## src/hdl/gcd_pkg.sv

```systemverilog
// ============================================================================
// gcd_pkg - shared types and constants for the great-circle distance unit
// Fixed-point formats, turn constants, the degree-to-radian factor and the
// CORDIC arctangent table.
// ============================================================================
package gcd_pkg;

    localparam int ANGLE_FRAC_BITS  = 30;
    localparam int CORDIC_STEPS_DEF = 32;

    // Datapath widths
    localparam int VW  = 34;   // signed CORDIC and product word
    localparam int AW  = 31;   // folded angle and square-root operand
    localparam int RW  = 24;   // sphere radius in meters
    localparam int RKW = 35;   // radius times 2000
    localparam int DW  = 36;   // distance in millimeters

    // Pipeline depths of the individual units
    localparam int RED_LAT    = 4;
    localparam int RAD_LAT    = 2;
    localparam int MUL_LAT    = 3;
    localparam int SQRT_STEPS = ANGLE_FRAC_BITS + 1;

    // Right shifts after the radian product: half angle for the sines
    localparam int SIN_SHIFT = 93 - ANGLE_FRAC_BITS;
    localparam int COS_SHIFT = 92 - ANGLE_FRAC_BITS;

    localparam logic [RW-1:0]  RADIUS_RESET   = 24'd6371000;
    localparam logic [RKW-1:0] RADIUS_K_RESET = RKW'(64'd6371000 * 64'd2000);

    localparam logic [31:0] FULL_TURN    = 32'd3600000000;
    localparam logic [31:0] HALF_TURN    = 32'd1800000000;
    localparam logic [31:0] QUARTER_TURN = 32'd900000000;

    // pi / 1.8e9 in Q92, split into upper and lower words
    localparam logic [31:0] RAD_HI = 32'd2012227627;
    localparam logic [31:0] RAD_LO = 32'd1046448311;

    localparam logic [AW-1:0] ONE_Q     = AW'(64'd1 << ANGLE_FRAC_BITS);
    localparam logic [VW-1:0] CORDIC_X0 = 34'd652032874;

    typedef logic signed [VW-1:0] t_vec;
    typedef logic [AW-1:0]        t_angle;

    // Folded angles leaving the reduction unit
    typedef struct packed {
        t_angle sd;      // |dlat| folded to a half turn
        t_angle sl;      // |dlon| folded to a half turn
        t_angle ca;      // |lat_a| folded to a quarter turn
        t_angle cb;      // |lat_b| folded to a quarter turn
        logic   neg_a;   // cosine of lat_a changes sign
        logic   neg_b;
    } t_red;

    // atan(2^-i) rounded to Q30
    function automatic logic [31:0] atan_q(input int i);
        logic [31:0] v;
        case (i)
            0:       v = 32'd843314857;
            1:       v = 32'd497837829;
            2:       v = 32'd263043837;
            3:       v = 32'd133525159;
            4:       v = 32'd67021687;
            5:       v = 32'd33543516;
            6:       v = 32'd16775851;
            7:       v = 32'd8388437;
            8:       v = 32'd4194283;
            9:       v = 32'd2097149;
            31:      v = 32'd1;
            default: begin
                if (i inside {[10:30]}) begin
                    v = 32'd1 << (30 - i);
                end else begin
                    v = 32'd0;
                end
            end
        endcase
        return v;
    endfunction

endpackage

```

## src/hdl/gcd_reduce.sv

```systemverilog
// ============================================================================
// gcd_reduce - angle differences and range reduction
// Forms the latitude and longitude differences, takes magnitudes, reduces
// them to a half turn and folds both latitudes to a quarter turn.
// ============================================================================
module gcd_reduce
    import gcd_pkg::*;
(
    input  logic        i_clk,
    input  logic        i_ce,
    input  logic [30:0] i_lat_a,
    input  logic [31:0] i_lon_a,
    input  logic [30:0] i_lat_b,
    input  logic [31:0] i_lon_b,
    output t_red        o_red
);

    logic [31:0] r_dlat;
    logic [32:0] r_dlon;
    logic [30:0] r_mag_a, r_mag_b;
    logic [31:0] r_adlat, r_adlon;
    logic [31:0] r_mlat, r_mlon;
    t_angle      r_ca2, r_cb2, r_ca3, r_cb3;
    logic        r_na2, r_nb2, r_na3, r_nb3;
    t_red        r_out;

    always_ff @(posedge i_clk) begin
        if (i_ce) begin
            // Stage 1: differences and latitude magnitudes
            r_dlat  <= {i_lat_b[30], i_lat_b} - {i_lat_a[30], i_lat_a};
            r_dlon  <= {i_lon_b[31], i_lon_b} - {i_lon_a[31], i_lon_a};
            r_mag_a <= i_lat_a[30] ? (~i_lat_a + 31'd1) : i_lat_a;
            r_mag_b <= i_lat_b[30] ? (~i_lat_b + 31'd1) : i_lat_b;

            // Stage 2: difference magnitudes, quarter-turn fold of latitudes
            r_adlat <= r_dlat[31] ? (~r_dlat + 32'd1) : r_dlat;
            r_adlon <= r_dlon[32] ? 32'(~r_dlon + 33'd1) : r_dlon[31:0];
            if ({1'b0, r_mag_a} > QUARTER_TURN) begin
                r_ca2 <= AW'(HALF_TURN - {1'b0, r_mag_a});
                r_na2 <= 1'b1;
            end else begin
                r_ca2 <= r_mag_a;
                r_na2 <= 1'b0;
            end
            if ({1'b0, r_mag_b} > QUARTER_TURN) begin
                r_cb2 <= AW'(HALF_TURN - {1'b0, r_mag_b});
                r_nb2 <= 1'b1;
            end else begin
                r_cb2 <= r_mag_b;
                r_nb2 <= 1'b0;
            end

            // Stage 3: modulo a full turn
            r_mlat <= (r_adlat >= FULL_TURN) ? (r_adlat - FULL_TURN) : r_adlat;
            r_mlon <= (r_adlon >= FULL_TURN) ? (r_adlon - FULL_TURN) : r_adlon;
            r_ca3  <= r_ca2;
            r_cb3  <= r_cb2;
            r_na3  <= r_na2;
            r_nb3  <= r_nb2;

            // Stage 4: sin^2 of the half angle is symmetric about a half turn
            r_out.sd    <= AW'((r_mlat > HALF_TURN) ? (FULL_TURN - r_mlat) : r_mlat);
            r_out.sl    <= AW'((r_mlon > HALF_TURN) ? (FULL_TURN - r_mlon) : r_mlon);
            r_out.ca    <= r_ca3;
            r_out.cb    <= r_cb3;
            r_out.neg_a <= r_na3;
            r_out.neg_b <= r_nb3;
        end
    end

    assign o_red = r_out;

endmodule

```

## config.mk

```make
export PLATFORM = sky130hd
export DESIGN_NAME = gcd_reduce
export DESIGN_NICKNAME = d
export VERILOG_FILES = /design/src/hdl/gcd_pkg.sv /design/src/hdl/gcd_reduce.sv
export SDC_FILE = /design/constraint.sdc
export NUM_CORES = 1
export LEC_CHECK = 0
export BUFFER_PORTS_ARGS = -buffer_cell sky130_fd_sc_hd__buf_2
export CORE_AREA = 4 4 213 215
export CTS_CLUSTER_DIAMETER = 120
export DETAILED_ROUTE_END_ITERATION = 12
export DIE_AREA = 0 0 217 219
export PLACE_DENSITY = 0.82
export SYNTH_ARGS = -nofsm -noshare
export SYNTH_HDL_FRONTEND = slang
export SYNTH_SLANG_ARGS = --single-unit
```

## constraint.sdc

```tcl
create_clock -name i_clk -period 3.6 [get_ports i_clk]
set_clock_uncertainty 0.1 [all_clocks]
set_input_delay 0.18 -clock i_clk [delete_from_list [all_inputs] [get_ports i_clk]]
set_output_delay 0.18 -clock i_clk [all_outputs]
set_load 0.005 [all_outputs]
```

### Word-level counts from Yosys, hierarchy flattened

Cells that the tools add are included.

* bits in registers: 509
* output and inout bits: 126
* word-level logic and storage cells: 59

* muxes and demuxes: 12
* $add $sub $neg: 12
* bitwise operators: 4
* $lt $le $gt $ge: 6

Operator list (count)
* 2-to-1 mux 31 bit: 5
* subtractor 31 bit (first input constant): 4
* 2-to-1 mux 32 bit: 3
* adder 32 x 1 -> 32 bit (second input constant): 2
* >= comparator 32 bit (second input constant): 2
* greater-than comparator 32 x 31 -> 1 bit (second input constant): 2
* NOT 32 bit: 2
* subtractor 32 bit (second input constant): 2
* adder 31 x 1 -> 31 bit (second input constant): 2
* greater-than comparator 31 x 30 -> 1 bit (second input constant): 2
* NOT 31 bit: 2
* 2-to-1 mux 30 bit: 2
* subtractor 32 x 32 -> 33 bit: 1
* subtractor 31 x 31 -> 32 bit: 1
* 2-to-1 mux 1 bit: 2

### Longest topological paths before layout

Gate-level depths: netlist of run 1.

* word-level depth: 3
* mapped depth: 12
* mapped depth without buffers: 11

### Worst setup path before layout of run 1

No wires, ideal clock.

* path type: flip-flop to flip-flop
* start point: reg r_dlon[4]
* end point: reg r_adlon[31] (data pin)
* path slack: 642 ps
* buffers on the path: 0
* required time: 3239 ps
* arrival time: 2596 ps
* period minus slack after synthesis: 2958 ps
* stages on the path, launching flop included: 8
* cells stage by stage: edfxtp_1 -> or3_4 -> or3_4 -> or3_4 -> or4_4 -> or3_4 -> o41ai_4 -> xnor2_1

* word-level cells in the longest chain between the ends: 3

RTL lines
* start: declaration: line gcd_reduce.sv:19 `logic [32:0] r_dlon;`
* start signal: assignment: line gcd_reduce.sv:31 `r_dlon <= {i_lon_b[31], i_lon_b} - {i_lon_a[31], i_lon_a};`
* NOT 32 bit: line gcd_reduce.sv:37 `r_adlon <= r_dlon[32] ? 32'(~r_dlon + 33'd1) : r_dlon[31:0];`
* adder 32 x 1 -> 32 bit: line gcd_reduce.sv:37
* 2-to-1 mux 32 bit: line gcd_reduce.sv:37
* end signal: assignment: line gcd_reduce.sv:37
* end: declaration: line gcd_reduce.sv:21 `logic [31:0] r_adlat, r_adlon;`

Every way passes these cells.
A chain may end at the register's enable or synchronous reset.

### Worst setup path in the final report of run 1

* start point: in i_lat_b[4]
* end point: reg r_mag_b[24] (data pin)

* word-level cells in the longest chain between the ends: 3

RTL lines
* start: declaration: line gcd_reduce.sv:13 `input logic [30:0] i_lat_b,`
* NOT 31 bit: line gcd_reduce.sv:33 `r_mag_b <= i_lat_b[30] ? (~i_lat_b + 31'd1) : i_lat_b;`
* adder 31 x 1 -> 31 bit: line gcd_reduce.sv:33
* 2-to-1 mux 30 bit: line gcd_reduce.sv:33
* end signal: assignment: line gcd_reduce.sv:33
* end: declaration: line gcd_reduce.sv:20 `logic [30:0] r_mag_a, r_mag_b;`

Every way passes these cells.

==> results of run 1 <==
==> tightest hold or removal path, cell delays in order <==
cell and delay [ns]:
buf_2 0.08, ha_1 0.22, xnor2_1 0.14
==> through the flow <==
| stage | total power, mW | instance area, um2 | util, % | instances |
|---|---|---|---|---|
| global route | 17.3 | 30400 | 69.5 | 3135 |
| floorplan | 9.89 | 25800 | - | 2139 |
| global placement | 10.8 | 27800 | 63.5 | 2949 |
| detailed placement | 10.9 | 27800 | 63.5 | 2949 |
| CTS | 16.6 | 30400 | 69.5 | 3131 |
| finish | 16.5 | 30400 | 69.5 | 3135 |
==> power groups by stage <==
stage | registers, mW | clock network [mW] | logic [mW]
floorplan | 8.14 | 0 | 1.75
global placement | 8.34 | 0 | 2.45
detailed placement | 8.38 | 0 | 2.54
CTS | 8.27 | 5.67 | 2.66
global route | 8.37 | 5.93 | 2.95
finish | 8.29 | 5.58 | 2.67
==> per-layer routing <==
layer	up-vias	share of wire [%]	global-route usage, %
met5	-	0.082	0
met4	8	3.4	8.80
met3	134	7.4	4.44
met2	820	48	41.9
met1	8715	41	32.5
li1	8670	-	-
==> how the worst min path moves through the flow <==
| stage | slack [ns] | start | endpoint |
|---|---|---|---|
| 6_report | 0.04 | i_lon_b[17] | r_dlon[17] |
| 3_5_place_dp | 0.30 | r_na3 | o_red[1] |
| 4_1_cts | 0.002 | i_lon_b[17] | r_dlon[17] |
| 3_3_place_gp | 0.30 | r_cb3[29] | o_red[31] |
| 2_1_floorplan | 0.18 | i_lat_a[0] | r_mag_a[0] |
| 5_1_grt | 0.03 | i_lon_b[17] | r_dlon[17] |
==> layout make-up <==
type / instances / area (um2) / share of cell area [%]
diodes: 4 / 10.0 / 0.0329
clock buffers: 61 / 1360 / 4.46
clock inverters: 35 / 415 / 1.37
inverters: 116 / 435 / 1.43
multi-input cells: 1463 / 9870 / 32.5
flip-flops and latches: 509 / 15300 / 50.3
well taps: 592 / 741 / 2.44
repair buffers: 355 / 2290 / 7.55
==> state kept, by name, summed over array words and instances (netlist names), 32 cells and up <==
name and flops:
r_dlon 33, o_red 126, r_mlat 32, r_dlat 32, r_mlon 32, r_adlat 32, r_adlon 32
==> synth_stat cells (all sizes together), types with 13 or more instances <==
master	instances	area share, %
nand2b	30	0.73
nand3	43	0.83
or3	25	0.68
a31oi	23	0.56
xnor2	218	7.4
nand2	149	2.2
inv	116	1.7
nor3	35	0.68
clkbuf	44	0.64
nor2b	21	0.51
or4	20	0.60
a21o	27	0.79
nor4	19	0.46
xor2	103	3.5
nor2	150	2.2
and3	16	0.39
ha	75	3.6
or2	19	0.46
edfxtp	509	59
o21a	13	0.38
a211oi	17	0.50
o31ai	41	1.2
a21oi	115	2.2
o21ai	126	2.5
nand4	24	0.58
o41ai	25	0.98
==> kinds of logic (layout without fill, tap and decap cells) <==
| group | count (synthesis) | in the layout |
|---|---|---|
| fa+ha+maj | 77 | 77 |
| compound gates | 471 | 471 |
| mux | 3 | 3 |
| flops | 509 | 509 |
| xor+xnor | 321 | 321 |
| simple gates | 591 | 591 |
| other cells | 0 | 4 |
| buf+inv | 167 | 567 |
==> what timing repair did <==
| item | 4_1_cts | 5_1_grt |
|---|---|---|
| setup endpoints to repair | 0 | 1 |
| resized for setup | 0 | 2 |
| hold endpoints to repair | 73 | 0 |
| hold buffers | 86 | 0 |
==> out/metrics.cfg, run 1 <==
[route]
final_antenna_net_count=0
dr.pass1.iters=6
drt_iter0_markers=1699
remaining_drc_errors=0
via_per_inst=5.85
vias=18300
wire_per_inst_um=19.2
routed_wl_um=60000

[setup_path]
path_buf_inv=3
worst_path_largest_cell_delay_ns=0.60
critPathKind=in -> reg
cp_cell_sequence=dlygate4sd3_1 -> buf_2 -> or4_1 -> or3_1 -> or3_1 -> nand2b_2 -> nand2b_2 -> o41ai_2 -> xnor2_1 -> dlygate4sd3_1
start_kind=input pin
rrSetupSlack_ns=0.29
crit_fanout=5
crit_start=i_lat_b[4]
crit_end=r_mag_b[24]
required_ns=3.86
cp_num_cells=10
cp.arrival_ns=3.74
regToRegStartpoint=r_mag_b[3]
reg2reg_depth=8
critPathTopFamily=simple AND/OR/NAND/NOR gates
worstReg2RegEnd=r_cb2[24]
critPathSlowestCell=or4_1
endpoint_kind=flop

[global_routing]
grt_usage_pct=24.8
overflow=0
grt_start_max_net_pins=103
grt_pass1_wl_um=94200
antenna_found_initial=8
grt_pass1_vias=17800

[logic_synthesis]
synth_area_per_cell_um2=12.1
synth_xor_area_share_pct=10.9
async_reset_ff_share_pct=0
syn_inst=2139
synth_top_family_by_area=compound AO/OA/AOI/OAI gates
synth_edf_count=509
syn_area_um2=25800
seq_area_frac_synth_pct=59.3
synth_compound_area_share_pct=11.9
synth_fp_nets=2344
synth_adder_area_share_pct=3.80
yosysWarnings=0
ys_seq_elements=509
synth_top_flop_cell=edfxtp_1
synthMuxAreaShare_pct=0.126
yosysUniqueCellTypes=77
synthSimpleGateAreaFrac_pct=11.5

[die]
core-area_um2=43700
rows=77
die-area_um2=47500
die_h_um=219
die_w_um=217
start_util_pct=58.9
pin_count=254

[placement]
numPortBuffers=253
gp_congestion=0.927
dp_slack_ns=0.393
hpwl_um=42700

[pwr]
p_comb_share_pct=16.2
switching_power_mw=4.36
power.leakage_nw=11.5
power_frac_seq_pct=50.1
sw_frac_of_total_pct=26.4
vdd_drop_max_mv=0.367
p_per_area_nw_per_um2=544
clock_power_share_pct=33.7
internal_power_mw=12.2

[timing]
fin_ws_ns=0.123
slew_viol_final=0
finalSetupViolCount=0
rsz0062_at_grt=no
min_period_over_period_pct=96.6
fmax_ghz=0.288
timing.hold.ws_ns=0.0359
slew_headroom_pct=35.0
layout_min_cycle_time_ns=3.48
worst-slew-pin-transition_ns=0.975
hold_violations=0
tns_ns=0

[layout]
mostFrequentLayoutCells=edfxtp_1 (509), buf_2 (252), xnor2_1 (218), nor2_1 (150), nand2_1 (148)
fillers=3033
final_nets=2702
drive_above_1_share_pct=15.6
layout_commonest_cell=edfxtp_1
area_delta_synth_final_pct=17.9

[clock_network]
cts_setup_buffers=0
clock_latency_ns=0.60
cts_root_buf=clkbuf_16
numCtsBuffers=52
cts_buffer_depth=3
cts_htree_levels=2
clk_pin_slew_worst_paths_ns=0.07
cts_tree=done
cts_sinks=509

[hold_path]
hold_depth=3
hp-class=in -> reg

[job]
maxCapViolCount=0

[run_status]
status=complete, no violations

(Power assumes the default switching activity.)
==> inputs of run 2 (changes only) <==
--- a/config.mk
+++ b/config.mk
@@ -5,12 +5,13 @@
 export SDC_FILE = /design/constraint.sdc
 export NUM_CORES = 1
 export LEC_CHECK = 0
+export ABC_AREA = 1
 export BUFFER_PORTS_ARGS = -buffer_cell sky130_fd_sc_hd__buf_2
-export CORE_AREA = 4 4 213 215
+export CORE_AREA = 4 4 235 237
 export CTS_CLUSTER_DIAMETER = 120
 export DETAILED_ROUTE_END_ITERATION = 12
-export DIE_AREA = 0 0 217 219
-export PLACE_DENSITY = 0.82
+export DIE_AREA = 0 0 239 241
+export PLACE_DENSITY = 0.83
 export SYNTH_ARGS = -nofsm -noshare
 export SYNTH_HDL_FRONTEND = slang
 export SYNTH_SLANG_ARGS = --single-unit
==> out/metrics.cfg, run 2 <==
[placement]
numPortBuffers=253
placedInstanceArea_um2=34600
dp_slack_ns=1.12
gp_congestion=1.02
hpwl_um=69600

[run_status]
status=complete, no violations

[route]
routed_wl_um=90100
dr.pass1.iters=7
wire_per_inst_um=16.8
final_antenna_net_count=0
remaining_drc_errors=0
drt_iter0_markers=3300
via_per_inst=5.50
vias=29500

[logic_synthesis]
synth_fp_nets=4492
yosysWarnings=0
async_reset_ff_share_pct=0
synth_top_area_share_pct=46.8
synth_edf_count=509
syn_inst=4287
synth_area_per_cell_um2=7.62
synth_area_leaders=edfxtp_1 (47%), nand2_1 (17%), inv_1 (6.8%)
yosysUniqueCellTypes=52
yosysMostFrequentCell=nand2_1
syn_area_um2=32700
ys_seq_elements=509
seq_area_frac_synth_pct=46.8
synth_top_area_cell=edfxtp_1
synth_commonest_cells=nand2_1 (1510), inv_1 (596), nor2_1 (537)
synth_top_flop_cell=edfxtp_1

[job]
maxCapViolCount=0

[die]
core-area_um2=53300
pin_count=254
start_util_pct=61.3
die-area_um2=57600
die_w_um=239
die_h_um=241
rows=85

[clock_network]
cts_tree=done
clock_latency_ns=0.62
clk_pin_slew_worst_paths_ns=0.06
cts_htree_levels=2
cts_buffer_depth=3
cts_root_buf=clkbuf_16
numCtsBuffers=53
cts_setup_buffers=0
cts_sinks=509

[timing]
tns_ns=0
finalSetupViolCount=0
slew_viol_final=0
hold_violations=0
fmax_ghz=0.370
slew_headroom_pct=50.1
worst-slew-pin-transition_ns=0.749
layout_min_cycle_time_ns=2.70
min_period_over_period_pct=75.1
fin_ws_ns=0.897
rsz0062_at_grt=no

[hold_path]
hold_end=r_nb2
hold_depth=1
hold_path.startpoint=i_ce
hp-class=in -> reg

[layout]
final_cell_area_um2=37200
largest_reg_flops=126
final_nets=4823
area_delta_synth_final_pct=13.8
drive_above_1_share_pct=9.16
layout_commonest_cell=nand2_1
mostFrequentLayoutCells=nand2_1 (1510), inv_1 (596), nor2_1 (537), edfxtp_1 (509), nand3_1 (293)

[setup_path]
cp.arrival_ns=2.95
endpoint_kind=flop
reg2reg_depth=9
crit_start=i_lat_a[2]
required_ns=3.84
critPathKind=in -> reg
rrSetupSlack_ns=0.99
crit_fanout=5
regToRegStartpoint=r_mag_b[0]
worstReg2RegEnd=r_cb2[26]
start_kind=input pin

[pwr]
power.leakage_nw=17.6
vdd_drop_max_mv=0.326
p_per_area_nw_per_um2=481

[global_routing]
grt_usage_pct=30.6
grt_pass1_wl_um=142000
overflow=0
antenna_found_initial=4
grt_start_max_net_pins=88
grt_pass1_vias=27100

==> run 2: cell count changes after synthesis, moves of 22 or more <==
cell,change
nor2_1,+387
xnor2_1,-208
o41ai_1,-22
o21ai_0,+32
xor2_1,+72
nand4_1,+47
o21ai_2,+22
nand3_1,+250
a21o_1,-26
clkbuf_1,-30
nand2_1,+1362
inv_1,+481
nand2b_1,-30
o31ai_1,-36
==> run 2: cell type report <==
type | instances | area [um2]
fillers | 4299 | 16100
well taps | 696 | 871
multi-input cells | 3104 | 14700
repair buffers | 337 | 2150
flip-flops and latches | 509 | 15300
diodes | 1 | 2.50
clock buffers | 60 | 1400
inverters | 613 | 2310
clock inverters | 38 | 493
==> run 2: repair_timing <==
action | in CTS | in global routing
setup endpoints to repair | 0 | 0
gates resized for setup | 0 | 0
hold buffers | 67 | 0
endpoints found under the hold margin | 67 | 0
==> run 2: kinds of logic (layout without fill, tap and decap cells) <==
group,count (synthesis),in the layout,share of synthesized area [%]
adder cells (fa/ha/maj),77,77,2.99
AND/OR/NAND/NOR,2522,2522,31.6
AO/OA/AOI/OAI,320,320,5.43
XOR/XNOR,185,185,4.96
other,0,1,0
buffers and inverters,674,1048,8.29
flip-flops,509,509,46.8
==> run 2: worst max-delay path by stage <==
stage          cells past startpoint  slack, ns     endpoint
5_1_grt                           10       0.79  r_mag_a[23]
2_1_floorplan                     12       1.56    r_ca2[11]
3_3_place_gp                       8       1.22     r_cb2[7]
6_report                          10       0.90  r_mag_a[23]
3_5_place_dp                       9       1.12   o_red[100]
4_1_cts                           10       0.95  r_mag_a[23]
==> run 2: metal layers <==
metal | part of all wire, % | vias to the layer above | GRT usage (%)
li1 | - | 14500 | -
met1 | 44 | 13400 | 44.5
met2 | 44 | 1458 | 48.5
met3 | 8.9 | 185 | 4.54
met4 | 3.0 | 4 | 8.78
met5 | 0.020 | - | 0
==> run 2: critical path, cell delays in order <==
cell and delay, ns:
dlygate4sd3_1 0.53, buf_2 0.16, inv_1 0.16, nand3_1 0.15, nor3_1 0.56, nand3_1 0.24
nand2_1 0.20, nand2_1 0.08, xor2_1 0.13, dlygate4sd3_1 0.55
==> run 2: power by group <==
part | total, mW | internal (mW) | leakage (nW) | switching (mW)
combinational | 3.81 | 1.27 | 11.7 | 2.54
sequential | 8.14 | 7.52 | 5.01 | 0.618
clock | 5.95 | 3.58 | 0.915 | 2.37
==> run 2: through the flow <==
| step | hold slack (ns) | cells | power, mW | utilization, % |
|---|---|---|---|---|
| after floorplan | 0.179 | 4287 | 10.6 | - |
| after global placement | 0.301 | 5192 | 11.8 | 65.0 |
| after detailed placement | 0.305 | 5192 | 11.9 | 65.0 |
| after CTS | 0.000999 | 5357 | 17.9 | 69.8 |
| after global routing | 0.0195 | 5358 | 18.8 | 69.8 |
| final | 0.000819 | 5358 | 17.9 | 69.8 |
