## src/hdl/gcd_pkg.sv

```systemverilog
// ============================================================================
// gcd_pkg - shared types and constants for the great-circle distance unit
// Fixed-point formats, turn constants, the degree-to-radian factor and the
// CORDIC arctangent table.
// ============================================================================
package gcd_pkg;

    localparam int ANGLE_FRAC_BITS  = 30;
    localparam int CORDIC_STEPS_DEF = 32;

    // Datapath widths
    localparam int VW  = 34;   // signed CORDIC and product word
    localparam int AW  = 31;   // folded angle and square-root operand
    localparam int RW  = 24;   // sphere radius in meters
    localparam int RKW = 35;   // radius times 2000
    localparam int DW  = 36;   // distance in millimeters

    // Pipeline depths of the individual units
    localparam int RED_LAT    = 4;
    localparam int RAD_LAT    = 2;
    localparam int MUL_LAT    = 3;
    localparam int SQRT_STEPS = ANGLE_FRAC_BITS + 1;

    // Right shifts after the radian product: half angle for the sines
    localparam int SIN_SHIFT = 93 - ANGLE_FRAC_BITS;
    localparam int COS_SHIFT = 92 - ANGLE_FRAC_BITS;

    localparam logic [RW-1:0]  RADIUS_RESET   = 24'd6371000;
    localparam logic [RKW-1:0] RADIUS_K_RESET = RKW'(64'd6371000 * 64'd2000);

    localparam logic [31:0] FULL_TURN    = 32'd3600000000;
    localparam logic [31:0] HALF_TURN    = 32'd1800000000;
    localparam logic [31:0] QUARTER_TURN = 32'd900000000;

    // pi / 1.8e9 in Q92, split into upper and lower words
    localparam logic [31:0] RAD_HI = 32'd2012227627;
    localparam logic [31:0] RAD_LO = 32'd1046448311;

    localparam logic [AW-1:0] ONE_Q     = AW'(64'd1 << ANGLE_FRAC_BITS);
    localparam logic [VW-1:0] CORDIC_X0 = 34'd652032874;

    typedef logic signed [VW-1:0] t_vec;
    typedef logic [AW-1:0]        t_angle;

    // Folded angles leaving the reduction unit
    typedef struct packed {
        t_angle sd;      // |dlat| folded to a half turn
        t_angle sl;      // |dlon| folded to a half turn
        t_angle ca;      // |lat_a| folded to a quarter turn
        t_angle cb;      // |lat_b| folded to a quarter turn
        logic   neg_a;   // cosine of lat_a changes sign
        logic   neg_b;
    } t_red;

    // atan(2^-i) rounded to Q30
    function automatic logic [31:0] atan_q(input int i);
        logic [31:0] v;
        case (i)
            0:       v = 32'd843314857;
            1:       v = 32'd497837829;
            2:       v = 32'd263043837;
            3:       v = 32'd133525159;
            4:       v = 32'd67021687;
            5:       v = 32'd33543516;
            6:       v = 32'd16775851;
            7:       v = 32'd8388437;
            8:       v = 32'd4194283;
            9:       v = 32'd2097149;
            31:      v = 32'd1;
            default: begin
                if (i inside {[10:30]}) begin
                    v = 32'd1 << (30 - i);
                end else begin
                    v = 32'd0;
                end
            end
        endcase
        return v;
    endfunction

endpackage

```

## src/hdl/gcd_sqrt_cell.sv

```systemverilog
// ============================================================================
// gcd_sqrt_cell - one digit of a restoring square root
// Brings down the bit pair at position POS of v * 2^30 and decides one
// root bit.
// ============================================================================
module gcd_sqrt_cell
    import gcd_pkg::*;
#(
    parameter int POS = 0
)(
    input  logic        i_clk,
    input  logic        i_ce,
    input  t_angle      i_v,
    input  logic [33:0] i_rem,
    input  logic [31:0] i_root,
    output t_angle      o_v,
    output logic [33:0] o_rem,
    output logic [31:0] o_root
);

    localparam int HI     = 2 * POS + 1 - ANGLE_FRAC_BITS;
    localparam int LO     = 2 * POS - ANGLE_FRAC_BITS;
    localparam bit HI_OK  = (HI >= 0) && (HI < AW);
    localparam bit LO_OK  = (LO >= 0) && (LO < AW);
    localparam int HI_IDX = HI_OK ? HI : 0;
    localparam int LO_IDX = LO_OK ? LO : 0;

    logic        w_b1, w_b0;
    logic [33:0] w_rem, w_trial;
    t_angle      r_v;
    logic [33:0] r_rem;
    logic [31:0] r_root;

    assign w_b1    = HI_OK ? i_v[HI_IDX] : 1'b0;
    assign w_b0    = LO_OK ? i_v[LO_IDX] : 1'b0;
    assign w_rem   = {i_rem[31:0], w_b1, w_b0};
    assign w_trial = {i_root, 2'b01};

    always_ff @(posedge i_clk) begin
        if (i_ce) begin
            r_v <= i_v;
            if (w_rem >= w_trial) begin
                r_rem  <= w_rem - w_trial;
                r_root <= {i_root[30:0], 1'b1};
            end else begin
                r_rem  <= w_rem;
                r_root <= {i_root[30:0], 1'b0};
            end
        end
    end

    assign o_v    = r_v;
    assign o_rem  = r_rem;
    assign o_root = r_root;

endmodule

```

## config.mk

```make
export PLATFORM = sky130hd
export DESIGN_NAME = gcd_sqrt_cell
export DESIGN_NICKNAME = d
export VERILOG_FILES = /design/src/hdl/gcd_pkg.sv /design/src/hdl/gcd_sqrt_cell.sv
export SDC_FILE = /design/constraint.sdc
export NUM_CORES = 1
export LEC_CHECK = 0
export ABC_AREA = 0
export BUFFER_PORTS_ARGS = -buffer_cell sky130_fd_sc_hd__buf_4
export CAP_MARGIN = 5
export CORE_MARGIN = 10
export CORE_UTILIZATION = 40
export DETAILED_ROUTE_END_ITERATION = 8
export PLACE_DENSITY_LB_ADDON = 0.08
export SLEW_MARGIN = 20
export SYNTH_ARGS = -nofsm -noshare
export SYNTH_HDL_FRONTEND = slang
export SYNTH_SLANG_ARGS = --single-unit
```

## constraint.sdc

```tcl
create_clock -name i_clk -period 5.7 [get_ports i_clk]
set_input_delay 0 -clock i_clk [delete_from_list [all_inputs] [get_ports i_clk]]
set_output_delay 0 -clock i_clk [all_outputs]
set_load 0.02 [all_outputs]
```

# Word level (Yosys, flattened, before mapping)
# Index checks and enable logic that the tools add are counted.
# op_classes
addsub	1
magnitude_cmp	1
n_mux	2
# ops
op	count
34-bit >= comparator	1
34-bit two-way mux	1
34-bit subtractor	1
1-bit two-way mux	1
# word_totals
regBits	97
output_inout_bits	97
elab_cells	8

# Longest topological paths before layout
# Gate-level depths: netlist of the first run.
# logic_depth
depth_word	2
ltp_mapped	14

# Worst setup path before layout of the first run
# Ideal clock, no wire load.
# synth_path
kind	input port to flip-flop
start	input port i_root[0]
end	register r_rem[32] (netlist: o_rem[32]), data pin
setup_time_ns	0.255
t_arrival_ns	2.272
t_required_ns	5.445
setup_slack_ns	3.172
stages	13
path_cell_list	inv_1 ha_1 inv_1 fa_1 and2b_1 o2111ai_2 a311o_1 a21boi_2 a31o_4 o21ai_2 a21bo_1 a21o_1 a31o_1
# synth_between
elab_chain_cells	2
elab_cells_between_ends	3
classes_between	add/sub (1); order compare (1); mux (1)
# synth_rtl
item	line	rtl
start, declared	gcd_sqrt_cell.sv:15	input logic [31:0] i_root,
34-bit subtractor or 34-bit >= comparator (tied branches)	gcd_sqrt_cell.sv:43, gcd_sqrt_cell.sv:42	
34-bit two-way mux (*)	gcd_sqrt_cell.sv:42	if (w_rem >= w_trial) begin
end signal, assigned	gcd_sqrt_cell.sv:43	r_rem <= w_rem - w_trial;
end signal, assigned	gcd_sqrt_cell.sv:46	r_rem <= w_rem;
end, declared	gcd_sqrt_cell.sv:31	logic [33:0] r_rem;
# Every way passes the cells marked *; elsewhere a longest branch is shown, timed or not.
# A chain may end at the register's enable or synchronous reset.

# Final worst setup path of the first run
# Same ends and word-level chain as after synthesis.

==> results of run 1 <==
==> area by class of cell <==
cell class / count / area (um2)
clock inverter: 7 / 85.1
sequential: 96 / 2880
multi-input combinational: 271 / 1880
timing repair buffer: 286 / 2370
inverter: 48 / 181
fill: 959 / 4270
tap: 168 / 210
clock buffer: 9 / 225
==> layer usage <==
layer | share of wire [%] | global-route usage [%] | routed length (um)
met3 | 7.1 | 5.14 | 1020
met1 | 44 | 19.9 | 6300
met4 | 1.2 | 4.82 | 176
met5 | 0 | 0 | 0
met2 | 48 | 27.6 | 6940
==> cells in the final DEF, fill, tap and decap left out, types with 2 or more instances in the layout <==
master / n
buf_4: 195
inv_6: 3
a211oi_1: 3
nor2_1: 14
a21o_1: 9
o21a_1: 3
and3_1: 3
a21oi_1: 31
and3_2: 3
nor2b_1: 2
o31ai_1: 2
nor3_1: 4
dlygate4sd3_1: 91
a311o_1: 2
o211ai_1: 2
o21ai_0: 35
clkinv_4: 2
o21ai_1: 4
ha_1: 32
xnor2_1: 15
inv_1: 47
clkbuf_16: 9
edfxtp_1: 96
nand3_1: 4
nand2b_1: 4
a31oi_1: 5
xor2_1: 13
a31o_2: 2
or2_2: 2
nor4_1: 2
o21ai_2: 2
nand2_1: 43
and2_1: 3
o21bai_1: 5
nand4_1: 2
==> timing repair <==
action,in CTS,in global routing
gates resized for setup,0,0
endpoints found under the hold margin,91,0
hold buffers,91,0
==> final timing paths <==
| path | startpoint | to | slack (ns) |
|---|---|---|---|
| max | i_root[0] | o_rem[32] | 2.34 |
| min | i_rem[31] | o_rem[33] | 0.02 |
==> cells by family (layout without fill, tap and decap cells) <==
family	Yosys count	count (layout)
AOI/OAI and AO/OA	118	118
DFF	96	96
and+or+nand+nor	91	91
buffers and inverters	56	350
adders and majority gates	33	33
xor gates and xnor gates	28	28
muxes	1	1
==> stage by stage <==
stage               hold slack [ns]  power, W  cells
finish                       0.0204   0.00209    885
global route                 0.0396   0.00220    885
CTS                         0.00615   0.00212    885
detailed placement            0.179   0.00143    778
global placement              0.178   0.00142    778
floorplan                    0.0989   0.00120    423
==> worst max-delay path, delay by kind of cell <==
family,cells,cell delay (ns)
buffers and inverters,5,1.11
adders and majority gates,2,0.58
and+or+nand+nor,2,0.48
AOI/OAI and AO/OA,6,1.28
==> flip-flops by register name (all words and copies together) (netlist names) <==
register / count
o_root: 32
o_v: 31
o_rem: 33
==> power groups by stage <==
stage	Clock [W]	Sequential, W	Combinational, W
floorplan	0	0.000993	0.000211
global placement	0	0.000897	0.000527
detailed placement	0	0.000900	0.000533
CTS	0.000645	0.000884	0.000588
global route	0.000670	0.000892	0.000637
finish	0.000625	0.000885	0.000582
==> synth_stat cells, drive strengths merged (3+ instances only) <==
master / n
nor3: 4
and2: 4
a211oi: 3
nor2: 14
nand2: 43
o21ai: 41
xnor2: 15
a21oi: 31
inv: 47
a21o: 10
o21a: 3
edfxtp: 96
buf: 5
ha: 32
o21bai: 5
a31o: 4
a31oi: 5
nand2b: 4
nand3: 4
and3: 6
clkbuf: 3
xor2: 13
==> impl_metrics.env, run 1 <==
export IMPL_crit_chain="dlygate4sd3_1, buf_4, inv_1, ha_1, inv_1, fa_1, and2b_1, o2111ai_2, a311o_1, a21boi_2, a31o_4, o221ai_4, buf_4, and2_1, a31o_1"
export IMPL_grt_setup_unrepaired="false"
export IMPL_drv_cap=0
export IMPL_cpPeakStageDelay_ns=0.55
export IMPL_overflow=0
export IMPL_hold_path_class="in2reg"
export IMPL_p_int_w=0.00149
export IMPL_die_area_um2=17300
export IMPL_post_drt_wl_per_cell_um=16.3
export IMPL_yosys_area_share_simple_pct=8.56
export IMPL_cts_htree_levels=3
export IMPL_place_area_um2=6620
export IMPL_synth_edff_count=96
export IMPL_wl_mm=14.4
export IMPL_cts_tree="done"
export IMPL_dp_final_hpwl_mm=10.5
export IMPL_timing_fmax_ghz=0.298
export IMPL_fin_area_um2=7840
export IMPL_area_delta_synth_final_pct=57.2
export IMPL_yosys_register_bits=96
export IMPL_insertedDiodeCount=0
export IMPL_clk_pin_slew_ns=0.07
export IMPL_worstSetupStartpointType="input pin"
export IMPL_pwr_share_clk_pct=29.9
export IMPL_post_route_util_pct=64.7
export IMPL_swShare_pct=29.0
export IMPL_syn_nets=555
export IMPL_max_slew_worst_pin_slew_ns=0.753
export IMPL_synthMuxAreaShare_pct=0.226
export IMPL_synth_top_area_share_pct=57.8
export IMPL_period_minus_slack_ns=3.36
export IMPL_hold_viol=0
export IMPL_whs_path_depth=3
export IMPL_grt_pass1_vias=4503
export IMPL_gp_congestion=0.794
export IMPL_dr_total_vias=4210
export IMPL_grt_max_degree=61
export IMPL_cp_slowest_cell="dlygate4sd3_1"
export IMPL_syn_avg_cell_area_um2=11.8
export IMPL_timing_setup_tns_ns=0
export IMPL_cts_path_max_buffers=2
export IMPL_dp_slack_ns=2.53
export IMPL_crit_fanout=57
export IMPL_ir_drop_mv=0.138
export IMPL_synth_largest_area_cell="edfxtp_1"
export IMPL_track_usage_pct=16.5
export IMPL_die_h_um=132
export IMPL_grt_pass1_wl_mm=23.5
export IMPL_p_per_area_nw_per_um2=267
export IMPL_power_switching_w=0.000607
export IMPL_drtIter0Drc=163
export IMPL_drt_vias_per_instance=4.76
export IMPL_drc_errors=0
export IMPL_cts_root_buf="clkbuf_16"
export IMPL_synth_async_reset_ratio_pct=0
export IMPL_synth_distinct_cells=55
export IMPL_portBuffers=193
export IMPL_seqPwrFrac_pct=42.3
export IMPL_first_pass_iters=4
export IMPL_cts_sinks=96
export IMPL_post_route_period_util_pct=58.9
export IMPL_drive_above_1_share_pct=31.9
export IMPL_postRouteAntennaNets=0
export IMPL_synth_compound_area_share_pct=15.3
export IMPL_seq_area_frac_synth_pct=57.8
export IMPL_cts_buffers=9
export IMPL_setup_viol=0
export IMPL_leakagePower_nw=3.49
export IMPL_relSlewSlack_pct=49.8
export IMPL_timing_final_max_slew_violations=0
export IMPL_synth_top_family_by_area="compound AO/OA/AOI/OAI gates"
export IMPL_cts_setup_buffers=0
export IMPL_synth_main_ff_cell="edfxtp_1"
export IMPL_worst_slack_ns=2.34
export IMPL_worstSetupPathType="in2reg"
export IMPL_ys_warn_count=0
export IMPL_antenna_found_initial=0
export IMPL_end_kind="register"
export IMPL_synth_fa_ha_area_share_pct=8.43
export IMPL_nets=844
export IMPL_syn_inst=423
export IMPL_synth_xor_area_share_pct=4.92
export IMPL_synth_area_leaders="edfxtp_1 (58%), ha_1 (8.0%), inv_1 (3.5%)"
export IMPL_io_pins=196
export IMPL_pwr_share_comb_pct=27.8
export IMPL_syn_area_um2=4990
export IMPL_crit_arrival_ns=3.45
export IMPL_core_um2=12100
export IMPL_rows=40
export IMPL_status="finished, final reports clean"
export IMPL_die_w_um=132
export IMPL_initial_utilization_pct=41.2
export IMPL_cp_data_required_time_ns=5.80
(Power assumes the default switching activity.)
==> run 2: changes to the inputs <==
ABC_AREA = 1   (was 0)
clock period = 2.75 ns   (was 5.7 ns; I/O delays follow)
==> run 2 against run 1 <==
Cell count is 39% higher. Critical path depth is 2 higher. Combinational power is 130% higher. Utilization is 4.2 points lower. Wire length is 25% higher. Critical path type unchanged. Critical endpoint is now o_rem[3]. Largest cell class unchanged.
==> impl_metrics.env, run 2 <==
export IMPL_yosys_register_bits=96
export IMPL_setup_viol=0
export IMPL_track_usage_pct=17.7
export IMPL_cts_path_max_buffers=2
export IMPL_nets=1171
export IMPL_gp_congestion=0.903
export IMPL_dr_total_vias=5529
export IMPL_overflow=0
export IMPL_relSlewSlack_pct=54.9
export IMPL_antenna_found_initial=0
export IMPL_final_common_cell="nand2_1"
export IMPL_leakagePower_nw=4.59
export IMPL_worstSetupStartpointType="input pin"
export IMPL_worst_slack_ns=0.239
export IMPL_largest_register_ff_count=33
export IMPL_period_minus_slack_ns=2.51
export IMPL_pwr_share_comb_pct=30.6
export IMPL_synth_main_ff_cell="edfxtp_1"
export IMPL_drtIter0Drc=267
export IMPL_syn_nets=877
export IMPL_end_kind="register"
export IMPL_timing_final_max_slew_violations=0
export IMPL_grt_setup_unrepaired="false"
export IMPL_cts_root_buf="clkbuf_16"
export IMPL_hold_viol=0
export IMPL_die_w_um=141
export IMPL_dp_cells=1119
export IMPL_status="finished, final reports clean"
export IMPL_cts_tree="done"
export IMPL_synth_largest_area_cell="edfxtp_1"
export IMPL_cp_slowest_cell="dlygate4sd3_1"
export IMPL_cts_sinks=96
export IMPL_io_pins=196
export IMPL_cts_buffers=9
export IMPL_crit_fanout=19
export IMPL_insertedDiodeCount=0
export IMPL_syn_area_um2=5890
export IMPL_seqPwrFrac_pct=41.4
export IMPL_max_slew_worst_pin_slew_ns=0.677
export IMPL_cts_htree_levels=3
export IMPL_synth_distinct_cells=24
export IMPL_postRouteAntennaNets=0
export IMPL_dp_slack_ns=0.354
export IMPL_pwr_share_clk_pct=27.9
export IMPL_initial_utilization_pct=40.7
export IMPL_synth_area_leaders="edfxtp_1 (49%), nand2_1 (20%), inv_1 (9.8%)"
export IMPL_portBuffers=193
export IMPL_synth_commonest_cells="nand2_1 (306), inv_1 (153), edfxtp_1 (96)"
export IMPL_crit_arrival_ns=2.61
export IMPL_grt_max_degree=53
export IMPL_mostFrequentLayoutCells="nand2_1 (306), buf_4 (196), inv_1 (153)"
export IMPL_cts_setup_buffers=0
export IMPL_finalPower_w=0.00442
export IMPL_wl_mm=18.1
export IMPL_crit_chain="dlygate4sd3_1, buf_4, inv_1, ha_1, inv_1, fa_1, inv_1, nand3_1, nand3_1, nand2_1, nand2_2, nand2_1, nand2_2, nand2_2, nand2_4, buf_4, o21ai_0"
export IMPL_grt_pass1_vias=5615
export IMPL_worstSetupPathType="in2reg"
export IMPL_p_per_area_nw_per_um2=504
export IMPL_area_delta_synth_final_pct=48.9
export IMPL_seq_area_frac_synth_pct=49.0
export IMPL_core_um2=14500
export IMPL_synth_async_reset_ratio_pct=0
export IMPL_min_to="o_rem[3]"
export IMPL_hold_path_startpoint="i_rem[1]"
export IMPL_first_pass_iters=5
export IMPL_synth_top_area_share_pct=49.0
export IMPL_drive_above_1_share_pct=21.6
export IMPL_cpPeakStageDelay_ns=0.55
export IMPL_hold_path_class="in2reg"
export IMPL_grt_pass1_wl_mm=28.6
export IMPL_swShare_pct=32.3
export IMPL_timing_setup_tns_ns=0
export IMPL_fin_cells=1228
export IMPL_p_int_w=0.00299
export IMPL_post_route_period_util_pct=91.3
export IMPL_die_area_um2=20000
export IMPL_syn_inst=745
export IMPL_synth_edff_count=96
export IMPL_cp_data_required_time_ns=2.85
export IMPL_post_drt_wl_per_cell_um=14.7
export IMPL_clk_pin_slew_ns=0.07
export IMPL_synth_most_common_cell="nand2_1"
export IMPL_die_h_um=141
export IMPL_drc_errors=0
export IMPL_ir_drop_mv=0.299
export IMPL_dp_final_hpwl_mm=13.8
export IMPL_syn_avg_cell_area_um2=7.90
export IMPL_ys_warn_count=0
export IMPL_timing_fmax_ghz=0.398
export IMPL_rows=44
export IMPL_drv_cap=0
export IMPL_power_switching_w=0.00143
export IMPL_fillers=1321
export IMPL_whs_path_depth=3
export IMPL_drt_vias_per_instance=4.50
[run 2: worst max-delay path, delay by kind of cell]
family	cells	cell delay, ns
compound gates	1	0.12
fa+ha+maj	2	0.60
buf+inv	6	1.17
simple gates	8	0.72
[run 2: per-layer routing]
layer,share of wire [%],vias to the layer above,global-route usage [%]
li1,-,2897,-
met1,46,2439,23.4
met2,43,171,27.1
met3,8.7,22,5.04
met4,2.0,0,5.98
met5,0,-,0
[run 2: worst max path at each step]
stage,end,slack [ns],startpoint,cells after the start
finish,o_rem[3],0.24,i_root[0],17
global route,o_rem[3],0.04,i_root[0],17
CTS,o_rem[15],0.15,i_root[0],18
detailed placement,o_rem[15],0.35,i_root[0],17
global placement,o_rem[27],0.41,i_root[0],17
floorplan,o_rem[27],0.89,i_root[0],17
[run 2: layout make-up]
type	instances	area, um2	share of cell area (%)
timing repair buffer	290	2420	27.6
clock inverter	7	60.1	0.685
multi-input combinational	486	2350	26.9
clock buffer	9	225	2.57
tap	184	230	2.63
inverter	156	588	6.71
sequential	96	2880	32.9
[run 2: power by group through the flow]
stage | sequential [W] | combinational [W] | clock (W)
2_1_floorplan | 0.00206 | 0.000529 | 0
3_3_place_gp | 0.00186 | 0.00124 | 0
3_5_place_dp | 0.00186 | 0.00125 | 0
4_1_cts | 0.00183 | 0.00136 | 0.00127
5_1_grt | 0.00185 | 0.00150 | 0.00132
6_report | 0.00183 | 0.00135 | 0.00124
[run 2: cell families (layout without fill, tap and decap cells)]
logic type	Yosys count	after routing	share of synthesized area (%)
AO/OA/AOI/OAI	28	28	2.68
flip-flops	96	96	49.0
XOR/XNOR	15	15	2.23
AND/OR/NAND/NOR	410	410	27.9
buffers and inverters	163	462	11.0
adder cells (fa/ha/maj)	33	33	7.14
[run 2: repair_timing]
action,in CTS,in global routing
endpoints found under the hold margin,93,0
setup endpoints to repair,0,30
resized for setup,0,2
hold buffers,93,0
[run 2: metrics by stage]
step | utilization [%] | hold slack, ns | instance area, um2
6_report | 60.5 | 0.0789 | 8760
5_1_grt | 60.5 | 0.130 | 8760
4_1_cts | 60.5 | 0.0533 | 8760
3_5_place_dp | 52.1 | 0.179 | 7540
3_3_place_gp | 52.1 | 0.178 | 7540
2_1_floorplan | - | 0.0989 | 5890
==> run 3: changes to the inputs <==
CORE_ASPECT_RATIO = 0.6   (was unset)
==> run 3 against run 2 <==
Global-route usage is 0.30 points higher. Sequential power hardly changed. First-iteration DRC count up 60%. Worst hold slack lost 0.038 ns. Total power increased by 0.27%. Critical endpoint is now o_rem[32]. Highest routed layer unchanged. Final area increased by 0.13%. Cell count increased by 1.1%.
==> impl_metrics.env, run 3 (synthesized netlist as in run 2, its figures left out) <==
export IMPL_seqPwrFrac_pct=41.3
export IMPL_final_common_cell="nand2_1"
export IMPL_status="finished, final reports clean"
export IMPL_drive_above_1_share_pct=21.5
export IMPL_io_pins=196
export IMPL_swShare_pct=32.5
export IMPL_hold_path_class="in2reg"
export IMPL_largest_register_ff_count=33
export IMPL_postRouteAntennaNets=0
export IMPL_dp_slack_ns=0.328
export IMPL_leakagePower_nw=4.59
export IMPL_clk_pin_slew_ns=0.07
export IMPL_post_drt_wl_per_cell_um=14.6
export IMPL_cts_htree_levels=3
export IMPL_hold_viol=0
export IMPL_timing_fmax_ghz=0.392
export IMPL_cts_setup_buffers=0
export IMPL_cts_root_buf="clkbuf_16"
export IMPL_grt_setup_unrepaired="false"
export IMPL_post_route_util_pct=60.7
export IMPL_pwr_share_comb_pct=30.9
export IMPL_worstSetupPathType="in2reg"
export IMPL_cts_buffers=9
export IMPL_drt_vias_per_instance=4.46
export IMPL_overflow=0
export IMPL_grt_pass1_wl_mm=29.2
export IMPL_timing_final_max_slew_violations=0
export IMPL_mostFrequentLayoutCells="nand2_1 (306), buf_4 (195), inv_1 (153)"
export IMPL_end_kind="register"
export IMPL_ir_drop_mv=0.268
export IMPL_finalPower_w=0.00443
export IMPL_portBuffers=193
export IMPL_period_minus_slack_ns=2.55
export IMPL_drc_errors=0
export IMPL_die_area_um2=20100
export IMPL_fin_cells=1241
export IMPL_track_usage_pct=18.0
export IMPL_post_route_period_util_pct=92.8
export IMPL_wl_mm=18.2
export IMPL_area_delta_synth_final_pct=49.1
export IMPL_first_pass_iters=5
export IMPL_gp_congestion=0.935
export IMPL_p_int_w=0.00299
export IMPL_setup_viol=0
export IMPL_timing_setup_tns_ns=0
export IMPL_grt_pass1_vias=5407
export IMPL_cts_path_max_buffers=2
export IMPL_drv_cap=0
export IMPL_nets=1170
export IMPL_die_h_um=114
export IMPL_die_w_um=177
export IMPL_grt_max_degree=54
export IMPL_core_um2=14500
export IMPL_power_switching_w=0.00144
export IMPL_drtIter0Drc=428
export IMPL_pwr_share_clk_pct=27.8
export IMPL_worstSetupStartpointType="input pin"
export IMPL_cp_data_required_time_ns=2.97
export IMPL_relSlewSlack_pct=62.1
export IMPL_p_per_area_nw_per_um2=505
export IMPL_initial_utilization_pct=40.7
export IMPL_crit_fanout=20
export IMPL_max_slew_worst_pin_slew_ns=0.568
export IMPL_antenna_found_initial=0
export IMPL_cts_tree="done"
export IMPL_insertedDiodeCount=0
export IMPL_dr_total_vias=5533
export IMPL_rows=34
export IMPL_dp_cells=1132
export IMPL_crit_arrival_ns=2.77
export IMPL_dp_final_hpwl_mm=13.8
export IMPL_cts_sinks=96
export IMPL_worst_slack_ns=0.199
-- run 3: changes by cell type in the layout (fill, tap and decap cells not counted), sizes merged --
cell      previous run  this run
clkinv               1         2
clkinvlp             2         1
buf                197       196
-- run 3: what timing repair did --
action,4_1_cts,5_1_grt
hold buffers,93,0
setup endpoints to repair,0,31
resized for setup,0,2
hold endpoints to repair,93,0
-- run 3: final cells by class --
type,instances,area [um2]
clock buffer,9,225
clock inverter,7,61.3
fill,1322,5690
inverter,156,588
multi-input combinational,486,2350
sequential,96,2880
tap,198,248
timing repair buffer,289,2410
-- run 3: stage by stage --
| stage | area, um2 | hold WS, ns |
|---|---|---|
| finish | 8770 | 0.0408 |
| global route | 8770 | 0.0804 |
| CTS | 8770 | 0.0371 |
| detailed placement | 7550 | 0.179 |
| global placement | 7550 | 0.178 |
| floorplan | 5890 | 0.0989 |
-- run 3: worst paths after layout --
check / slack [ns] / end / depth (start not counted) / startpoint
setup / recovery: 0.20 / o_rem[32] / 18 / i_root[0]
hold / removal: 0.04 / o_rem[3] / 3 / i_rem[1]
-- run 3: power by group through the flow --
stage / logic, W / clock network, W / registers (W)
after floorplan: 0.000529 / 0 / 0.00206
after global placement: 0.00125 / 0 / 0.00186
after detailed placement: 0.00126 / 0 / 0.00186
after CTS: 0.00137 / 0.00126 / 0.00183
after global routing: 0.00151 / 0.00132 / 0.00185
final: 0.00137 / 0.00123 / 0.00183
-- run 3: routing by layer --
| layer | up-vias | global-route usage [%] | wire length (um) | share of wire, % |
|---|---|---|---|---|
| met2 | 202 | 25.2 | 7340 | 40 |
| met5 | - | 0 | 0 | 0 |
| met3 | 13 | 5.78 | 1750 | 9.6 |
| li1 | 2895 | - | - | - |
| met1 | 2423 | 26.3 | 8940 | 49 |
| met4 | 0 | 3.74 | 136 | 0.75 |
-- run 3: worst max-delay path, cell delays in order --
cell and delay [ns]:
dlygate4sd3_1 0.53, buf_4 0.14, inv_1 0.05, ha_1 0.20, inv_1 0.07, fa_1 0.40
inv_1 0.12, nand3_1 0.08, nand3_1 0.17, nand2_1 0.09, nand2_2 0.09, nand2_1 0.07
nand2_2 0.10, nand2_2 0.07, nand2_4 0.08, buf_4 0.27, nand3_1 0.15, nand2_1 0.10
